**config.mk**
```make
export PLATFORM = sky130hd
export DESIGN_NAME = cbor_header_decoder_core
export DESIGN_NICKNAME = d
export VERILOG_FILES = /design/src/hdl/cbor_hdr_pkg.sv /design/src/hdl/cbor_hdr_parse.sv /design/src/hdl/cbor_hdr_classify.sv /design/src/hdl/cbor_header_decoder_core.sv
export VERILOG_INCLUDE_DIRS = /design/src /design/src/hdl
export SDC_FILE = /design/constraint.sdc
export NUM_CORES = 1
export LEC_CHECK = 0
export BUFFER_PORTS_ARGS = -buffer_cell sky130_fd_sc_hd__buf_4
export CORE_AREA = 4 4 155 157
export CTS_CLUSTER_SIZE = 20
export DETAILED_ROUTE_END_ITERATION = 7
export DIE_AREA = 0 0 159 161
export GPL_ROUTABILITY_DRIVEN = 0
export HOLD_SLACK_MARGIN = 0.03
export PLACE_DENSITY_LB_ADDON = 0.2
export SLEW_MARGIN = 20
export SYNTH_ARGS = -nofsm -noshare
export SYNTH_HDL_FRONTEND = slang
export SYNTH_HIERARCHICAL = 1
export SYNTH_SLANG_ARGS = --single-unit
```
**constraint.sdc**
```tcl
create_clock -name clk_i -period 5.57 [get_ports clk_i]
set_input_delay 1.114 -clock clk_i [delete_from_list [all_inputs] [get_ports clk_i]]
set_output_delay 1.114 -clock clk_i [all_outputs]
set_load 0.02 [all_outputs]
```
**src/hdl/assert_macros.svh**
```systemverilog
// Assertion macros shared by the decoder RTL.
`ifndef ASSERT_MACROS_SVH
`define ASSERT_MACROS_SVH

// Check a property on every rising edge, held off while reset is low.
`define ASSERT_RST(label, clk, rst_n, prop, msg) \
  label: assert property (@(posedge clk) disable iff (!rst_n) prop) else $error(msg);

// Check a property on every rising edge, also during reset.
`define ASSERT_ALWAYS(label, clk, prop, msg) \
  label: assert property (@(posedge clk) prop) else $error(msg);

`endif

```
**src/hdl/cbor_hdr_pkg.sv**
```systemverilog
package cbor_hdr_pkg;

  // Result status codes.
  typedef enum logic [2:0] {
    StOk          = 3'd0,
    StBadType     = 3'd1,
    StNonShortest = 3'd2,
    StReserved    = 3'd3,
    StTruncated   = 3'd4,
    StBadSimple   = 3'd5,
    StOverflow    = 3'd6
  } status_e;

  // Major types that get special treatment.
  localparam logic [2:0] MajorUint   = 3'd0;
  localparam logic [2:0] MajorNegint = 3'd1;
  localparam logic [2:0] MajorTag    = 3'd6;
  localparam logic [2:0] MajorSimple = 3'd7;

  // Additional-info boundaries.
  localparam logic [4:0] InfoDirectMax   = 5'd23;
  localparam logic [4:0] InfoReservedMin = 5'd28;
  localparam logic [7:0] ShortestOneByte = 8'd24;

  // Simple values that are accepted.
  localparam logic [63:0] SimpleFalse = 64'd20;
  localparam logic [63:0] SimpleTrue  = 64'd21;

  localparam logic [3:0] MaxHeaderLen = 4'd9;

  typedef struct packed {
    logic [7:0] data_byte;
    logic       end_of_data;
  } in_item_t;

  typedef struct packed {
    logic [2:0]         status;
    logic [2:0]         major_type;
    logic [63:0]        argument;
    logic signed [63:0] int_value;
    logic               bool_value;
    logic [3:0]         header_length;
  } out_item_t;

  // Header finished by the parser, before the type rules are applied.
  typedef struct packed {
    logic        emit;
    status_e     status;
    logic [2:0]  major_type;
    logic [63:0] argument;
    logic [3:0]  header_length;
  } hdr_t;

endpackage

```
**src/hdl/cbor_hdr_parse.sv**
```systemverilog
`include "assert_macros.svh"

module cbor_hdr_parse (
  input  logic                   clk_i,
  input  logic                   rst_ni,
  input  logic                   step_i,
  input  cbor_hdr_pkg::in_item_t item_i,
  output cbor_hdr_pkg::hdr_t     hdr_o
);

  logic [3:0]  bytes_left_q, bytes_left_d;
  logic [1:0]  size_code_q, size_code_d;
  logic [2:0]  major_q, major_d;
  logic [63:0] acc_q, acc_d;
  logic [3:0]  count_q, count_d;

  logic [2:0]  ib_major;
  logic [4:0]  ib_info;
  logic [63:0] acc_next;
  logic        shortest;

  assign ib_major = item_i.data_byte[7:5];
  assign ib_info  = item_i.data_byte[4:0];
  assign acc_next = {acc_q[55:0], item_i.data_byte};

  always_comb begin
    unique case (size_code_q)
      2'd0: shortest = (acc_next[7:0] >= cbor_hdr_pkg::ShortestOneByte);
      2'd1: shortest = (acc_next[15:8] != 8'd0);
      2'd2: shortest = (acc_next[31:16] != 16'd0);
      default: shortest = (acc_next[63:32] != 32'd0);
    endcase
  end

  always_comb begin
    bytes_left_d = bytes_left_q;
    size_code_d  = size_code_q;
    major_d      = major_q;
    acc_d        = acc_q;
    count_d      = count_q;

    hdr_o.emit          = 1'b0;
    hdr_o.status        = cbor_hdr_pkg::StOk;
    hdr_o.major_type    = major_q;
    hdr_o.argument      = 64'd0;
    hdr_o.header_length = count_q;

    if (step_i) begin
      if (item_i.end_of_data) begin
        // End marker inside a header: report truncation, start fresh.
        if (bytes_left_q != 4'd0) begin
          hdr_o.emit   = 1'b1;
          hdr_o.status = cbor_hdr_pkg::StTruncated;
          bytes_left_d = 4'd0;
          size_code_d  = 2'd0;
          major_d      = 3'd0;
          acc_d        = 64'd0;
          count_d      = 4'd0;
        end
      end else if (bytes_left_q == 4'd0) begin
        hdr_o.major_type    = ib_major;
        hdr_o.header_length = 4'd1;
        if (ib_major == cbor_hdr_pkg::MajorTag) begin
          hdr_o.emit   = 1'b1;
          hdr_o.status = cbor_hdr_pkg::StBadType;
        end else if (ib_info <= cbor_hdr_pkg::InfoDirectMax) begin
          hdr_o.emit     = 1'b1;
          hdr_o.argument = {59'd0, ib_info};
        end else if (ib_info >= cbor_hdr_pkg::InfoReservedMin) begin
          hdr_o.emit   = 1'b1;
          hdr_o.status = cbor_hdr_pkg::StReserved;
        end else begin
          // Info 24..27: low two bits pick 1, 2, 4 or 8 argument bytes.
          size_code_d  = ib_info[1:0];
          bytes_left_d = 4'd1 << ib_info[1:0];
          major_d      = ib_major;
          acc_d        = 64'd0;
          count_d      = 4'd1;
        end
      end else begin
        acc_d        = acc_next;
        count_d      = count_q + 4'd1;
        bytes_left_d = bytes_left_q - 4'd1;
        if (bytes_left_q == 4'd1) begin
          hdr_o.emit          = 1'b1;
          hdr_o.status        = shortest ? cbor_hdr_pkg::StOk : cbor_hdr_pkg::StNonShortest;
          hdr_o.argument      = acc_next;
          hdr_o.header_length = count_q + 4'd1;
          size_code_d         = 2'd0;
          major_d             = 3'd0;
          acc_d               = 64'd0;
          count_d             = 4'd0;
        end
      end
    end
  end

  always_ff @(posedge clk_i or negedge rst_ni) begin
    if (!rst_ni) begin
      bytes_left_q <= 4'd0;
      size_code_q  <= 2'd0;
      major_q      <= 3'd0;
      acc_q        <= 64'd0;
      count_q      <= 4'd0;
    end else begin
      bytes_left_q <= bytes_left_d;
      size_code_q  <= size_code_d;
      major_q      <= major_d;
      acc_q        <= acc_d;
      count_q      <= count_d;
    end
  end

  `ASSERT_RST(a_left_bounded, clk_i, rst_ni, bytes_left_q <= 4'd8, "argument byte count out of range")
  `ASSERT_RST(a_count_consistent, clk_i, rst_ni, (bytes_left_q != 4'd0) |-> (({1'b0, count_q} + {1'b0, bytes_left_q}) == (5'd1 + (5'd1 << size_code_q))), "consumed and remaining bytes disagree with size code")

endmodule

```
**src/hdl/cbor_hdr_classify.sv**
```systemverilog
module cbor_hdr_classify (
  input  cbor_hdr_pkg::hdr_t      hdr_i,
  output cbor_hdr_pkg::out_item_t item_o
);

  cbor_hdr_pkg::status_e status;
  logic signed [63:0]    ival;
  logic                  bval;

  always_comb begin
    status = hdr_i.status;
    ival   = 64'sd0;
    bval   = 1'b0;
    if (hdr_i.status == cbor_hdr_pkg::StOk) begin
      if (hdr_i.major_type == cbor_hdr_pkg::MajorUint ||
          hdr_i.major_type == cbor_hdr_pkg::MajorNegint) begin
        if (hdr_i.argument[63]) begin
          status = cbor_hdr_pkg::StOverflow;
        end else if (hdr_i.major_type == cbor_hdr_pkg::MajorUint) begin
          ival = $signed(hdr_i.argument);
        end else begin
          // Negative integer: -1 - argument is the bitwise inverse.
          ival = $signed(~hdr_i.argument);
        end
      end else if (hdr_i.major_type == cbor_hdr_pkg::MajorSimple) begin
        if (hdr_i.argument == cbor_hdr_pkg::SimpleTrue) begin
          bval = 1'b1;
        end else if (hdr_i.argument != cbor_hdr_pkg::SimpleFalse) begin
          status = cbor_hdr_pkg::StBadSimple;
        end
      end
    end
  end

  assign item_o.status        = status;
  assign item_o.major_type    = hdr_i.major_type;
  assign item_o.argument      = hdr_i.argument;
  assign item_o.int_value     = ival;
  assign item_o.bool_value    = bval;
  assign item_o.header_length = hdr_i.header_length;

endmodule

```
**src/hdl/cbor_header_decoder_core.sv**
```systemverilog
// CBOR item header decoder. Takes one stream byte (or an end-of-buffer
// marker) per request and returns one result request for every header
// that completes or is rejected: status, major type, raw argument, signed
// integer value for major types 0 and 1, and the true/false flag for
// simple values 20 and 21. Tags, reserved additional info 28..31,
// non-shortest arguments, other simple values (floats included) and
// integers of 2^63 or more are reported through the status. An end marker
// between headers produces nothing; inside a header it reports truncation.
// Throughput is one byte per clock while the result side is not stalling:
// a byte passes from the input register through the header parser and
// classifier into the result register combinationally, and the result is
// presented in the cycle after its last byte is taken. The input register
// takes a new byte whenever it is empty or moves on, so a waiting result
// never blocks intake for more than the one register slot; back-pressure on
// the result side stalls the parser while both registers hold data.
`include "assert_macros.svh"

module cbor_header_decoder_core (
  input  logic                    clk_i,
  input  logic                    rst_ni,
  input  logic                    in_valid_i,
  output logic                    in_ready_o,
  input  cbor_hdr_pkg::in_item_t  in_item_i,
  output logic                    out_valid_o,
  input  logic                    out_ready_i,
  output cbor_hdr_pkg::out_item_t out_item_o
);

  // Input register: holds one request until the parser takes it.
  logic                   in_valid_q;
  cbor_hdr_pkg::in_item_t in_item_q;

  // Result register.
  logic                    out_valid_q;
  cbor_hdr_pkg::out_item_t out_item_q;

  logic                    advance;
  logic                    step;
  cbor_hdr_pkg::hdr_t      hdr;
  cbor_hdr_pkg::out_item_t result;

  // Advance the parser whenever the result register is free or draining.
  assign advance    = !out_valid_q || out_ready_i;
  assign step       = in_valid_q && advance;
  assign in_ready_o = !in_valid_q || advance;

  cbor_hdr_parse u_parse (
    .clk_i  (clk_i),
    .rst_ni (rst_ni),
    .step_i (step),
    .item_i (in_item_q),
    .hdr_o  (hdr)
  );

  cbor_hdr_classify u_classify (
    .hdr_i  (hdr),
    .item_o (result)
  );

  always_ff @(posedge clk_i or negedge rst_ni) begin
    if (!rst_ni) begin
      in_valid_q  <= 1'b0;
      out_valid_q <= 1'b0;
    end else begin
      // Load the next request or drop the consumed one.
      if (in_ready_o) begin
        in_valid_q <= in_valid_i;
      end
      // Capture a result only when the parser finished a header.
      if (advance) begin
        out_valid_q <= hdr.emit;
      end
    end
  end

  // Payload registers: no reset needed.
  always_ff @(posedge clk_i) begin
    if (in_ready_o && in_valid_i) begin
      in_item_q <= in_item_i;
    end
    if (advance && hdr.emit) begin
      out_item_q <= result;
    end
  end

  assign out_valid_o = out_valid_q;
  assign out_item_o  = out_item_q;

  `ASSERT_RST(a_len_range, clk_i, rst_ni, out_valid_o |-> (out_item_o.header_length != 4'd0 && out_item_o.header_length <= cbor_hdr_pkg::MaxHeaderLen), "header length out of range")
  `ASSERT_RST(a_bool_only_true, clk_i, rst_ni, (out_valid_o && out_item_o.bool_value) |-> (out_item_o.status == cbor_hdr_pkg::StOk && out_item_o.major_type == cbor_hdr_pkg::MajorSimple), "true flag on a non-simple or failed header")
  `ASSERT_RST(a_ival_only_int, clk_i, rst_ni, (out_valid_o && out_item_o.int_value != 64'sd0) |-> (out_item_o.status == cbor_hdr_pkg::StOk && (out_item_o.major_type == cbor_hdr_pkg::MajorUint || out_item_o.major_type == cbor_hdr_pkg::MajorNegint)), "integer value on a non-integer header")
  `ASSERT_ALWAYS(a_no_emit_without_step, clk_i, hdr.emit |-> step, "parser result without a byte taken")

endmodule
```
==> results.md <==
- Status: finished clean
- EDFF count, synth: 148
- Mean post-synth cell area: around 12 µm²
- Rows: 55
- Detailed Route WL: 21710 µm
- Hold_sp: u_parse/major_q[0]
- I/O Pins: 154
- CTS Buffer Depth: 3
- Max Cap Viol: 0
- First-pass GRT wire length: between 30000 and 40000 µm
- Power per standard cell area: 564.7 nW/µm²
- Tcrit/Tclk final: 66.00%
- Share of layout cells above drive strength 1: 23.57%
- Fmax: ~270 MHz
- # H-tree levels: 1
- Final setup violation count: 0
- R2r setup slk: 1.89 ns
- Final TNS setup: 0 ns
- Via count: 6250
- Vias in the first global route: roughly 6100
- Initial DRC Count: 467
- Final Critical Period: about 3.7 ns
- Kind of critical path: flip-flop to flip-flop
- Die ar.: between 20000 and 30000 µm²
- Reg2reg end: out_item_o[138]
- Synth Net Count: roughly 870
- Top FF cell, synth: edfxtp_1
- Hold Path Cell Cnt: 1
- Crit start category: flip-flop
- Gr usage total: 16.52%
- CTS Sinks: 219
- CTS resizes: 0
- Most frequent cells in the layout: buf_4, edfxtp_1, nand2_1
- Startpoint of the worst register-to-register path: u_parse/bytes_left_q[0]
- TritonRoute pass-1 iters: 5
- Total grt overflow: 0
- Most common cell after layout, fill and taps aside: buf_4
- Core area: 22500 µm²
- Highest-delay cell along the critical path: nor3b_2
- Worst path top cell family by delay: simple AND/OR/NAND/NOR gates
- Ant. Diodes: 0
- Leakage power: 4.800 nW
- Crit-path cells: inv_1 -> ha_1 -> nor3b_2 -> nand2_1 -> o31ai_1 -> and2_1 -> nor4b_2 -> nand4_1 -> nor4_2 -> o21ai_0
- Synth unique cells: 52
- Hold Fails Final Rpt: 0
- Critical-path maximum fanout: 9
- DR vias/cell: about 5.1
- CP arrival: 3.92 ns
- CTS clk-pin slew, worst paths: 0.06 ns
- Synth warn: 6
- Seq/Total Area, Yosys: 61.75%
- Initial antenna violation count: 0
- Die width: ~160 µm
- Hold WS: roughly 0.50 ns
- Fin util: 51.68%
- Slowest stage delay, CP: 0.57 ns
- Clock latency on the worst-skew pair: 0.51 ns
- Largest net degree at the start of global routing: 74
- Peak supply drop: 0.4082 mV
- CP bufs+invs: 1
- Worst Tran Pin Value: 0.9864 ns
- Worst setup EP type: flip-flop
- Syn Inst Count: 855
- Area growth syn-to-layout: 15.44%
- Ys async rst share: 32.42%
- Initial Util: 44.77%
- RSZ-0062 raised after global routing: false
- Synthesized flop and latch total: 219
- Root Buffer: clkbuf_16
- Slew Limit Headroom: 34.24%
- Nets: 946
- HPWL after detailed placement: 14840 µm
- Hold EP: u_parse/major_q[0]
- Chip height: between 150 and 200 µm
- Fillers: 2011
- Buffers on Ports: 153
- DRC: 0
- Buffer count from post-CTS setup fixing: 0
- Multi-input logic area: 2992 µm²
- Slew Limit Fails: 0
- Cts bufs inserted: 24
- Antenna viol nets, final: 0
- Worst clock skew: 0.006075 ns
- R2R depth: 10
- Register area: approximately 6200 µm²
- CTS tree: yes
- Worst hold path type: flip-flop to flip-flop
- CP Data Required Time: about 5.8 ns
- Post-Syn Area: 10070 µm²
- WL/cell: 17.63 µm
- Hold_buf cts: 0
## how the worst max path moves through the flow
| stage | slack (ns) | startpoint | to | cells past startpoint |
|---|---|---|---|---|
| 2_1_floorplan | 0.19 | out_ready_i | out_item_o[0] | 5 |
| 3_3_place_gp | 1.59 | out_ready_i | out_item_o[136] | 12 |
| 3_5_place_dp | 1.47 | out_ready_i | out_item_o[138] | 12 |
| 4_1_cts | 1.94 | u_parse/bytes_left_q[1] | out_item_o[138] | 10 |
| 5_1_grt | 1.57 | u_parse/bytes_left_q[1] | out_item_o[138] | 10 |
| 6_report | 1.89 | u_parse/bytes_left_q[0] | out_item_o[138] | 10 |
## registers in the layout, indices dropped and copies added, names as in the netlist
register / cells
in_item_q: 9
out_valid_o: 1
u_parse/bytes_left_q: 4
in_valid_q: 1
u_parse/major_q: 3
u_parse/count_q: 4
u_parse/acc_q: 56
out_item_o: 139
u_parse/size_code_q: 2
## routing by layer
layer | GRT usage (%) | up-vias | wire [µm]
met5 | 0 | - | 0
met4 | 4.063 | 0 | 343
met3 | 3.011 | 30 | 1057
met2 | 27.28 | 140 | 10630
met1 | 22.89 | 3048 | 9671
li1 | - | 3032 | -
## metrics by stage
step                setup WS [ns]  total power [mW]  cells  instance area [µm²]
floorplan                  0.1886             4.395    855                10070
global placement            1.589             5.061   1188                10850
detailed placement          1.473             5.076   1188                10850
CTS                         1.942             6.661   1231                11630
global route                1.570             6.974   1231                11630
finish                      1.894             6.568   1231                11630
## logic make-up (layout without fill, tap and decap cells)
kind of cell,count (synthesis),after routing,share of synthesized area (%)
AOI/OAI and AO/OA,93,93,5.738
xor gates and xnor gates,63,63,5.477
adders and majority gates,4,4,0.4968
buffers and inverters,122,213,8.706
DFF,219,219,61.75
muxes,3,3,0.3353
and+or+nand+nor,351,351,17.50
## synthesized netlist by cell type, drive strengths merged (2+ instances only)
| cell | number | area, µm² |
|---|---|---|
| edfxtp | 148 | 4444 |
| nand2 | 132 | 495.5 |
| buf | 97 | 778.2 |
| nor2 | 74 | 280.3 |
| dfrtp | 71 | 1777 |
| and2 | 67 | 421.7 |
| o21ai | 67 | 384.1 |
| xor2 | 60 | 525.5 |
| nor4 | 28 | 200.2 |
| clkbuf | 17 | 68.82 |
| nor3 | 10 | 61.31 |
| inv | 8 | 30.03 |
| nand4 | 7 | 43.79 |
| o31ai | 7 | 52.55 |
| a22o | 6 | 52.55 |
| a21oi | 5 | 25.02 |
| and3 | 5 | 31.28 |
| nand2b | 5 | 31.28 |
| nand3 | 5 | 25.02 |
| ha | 4 | 50.05 |
| nand3b | 4 | 42.54 |
| nor4b | 4 | 47.55 |
| mux2 | 3 | 33.78 |
| xnor2 | 3 | 26.28 |
| nand4b | 2 | 17.52 |
| nor3b | 2 | 20.02 |
| or3 | 2 | 12.51 |
| or4 | 2 | 15.01 |
## where the power goes
group / switching (mW) / total (mW) / leakage [nW] / internal, mW
clock: 0.609 / 1.56 / 0.383 / 0.947
combinational: 1.61 / 2.45 / 2.03 / 0.839
sequential: 0.190 / 2.56 / 2.39 / 2.37
total: 2.41 / 6.57 / 4.80 / 4.16
## cell type report
cell class,instances,area share [%]
Clock buffer,27,5.444
Clock inverter,16,1.237
Inverter,8,0.2582
Multi-Input combinational cell,514,25.72
Sequential cell,219,53.49
Tap cell,285,3.066
Timing Repair Buffer,162,10.78
No activity file was read; power rests on OpenSTA's default activity.
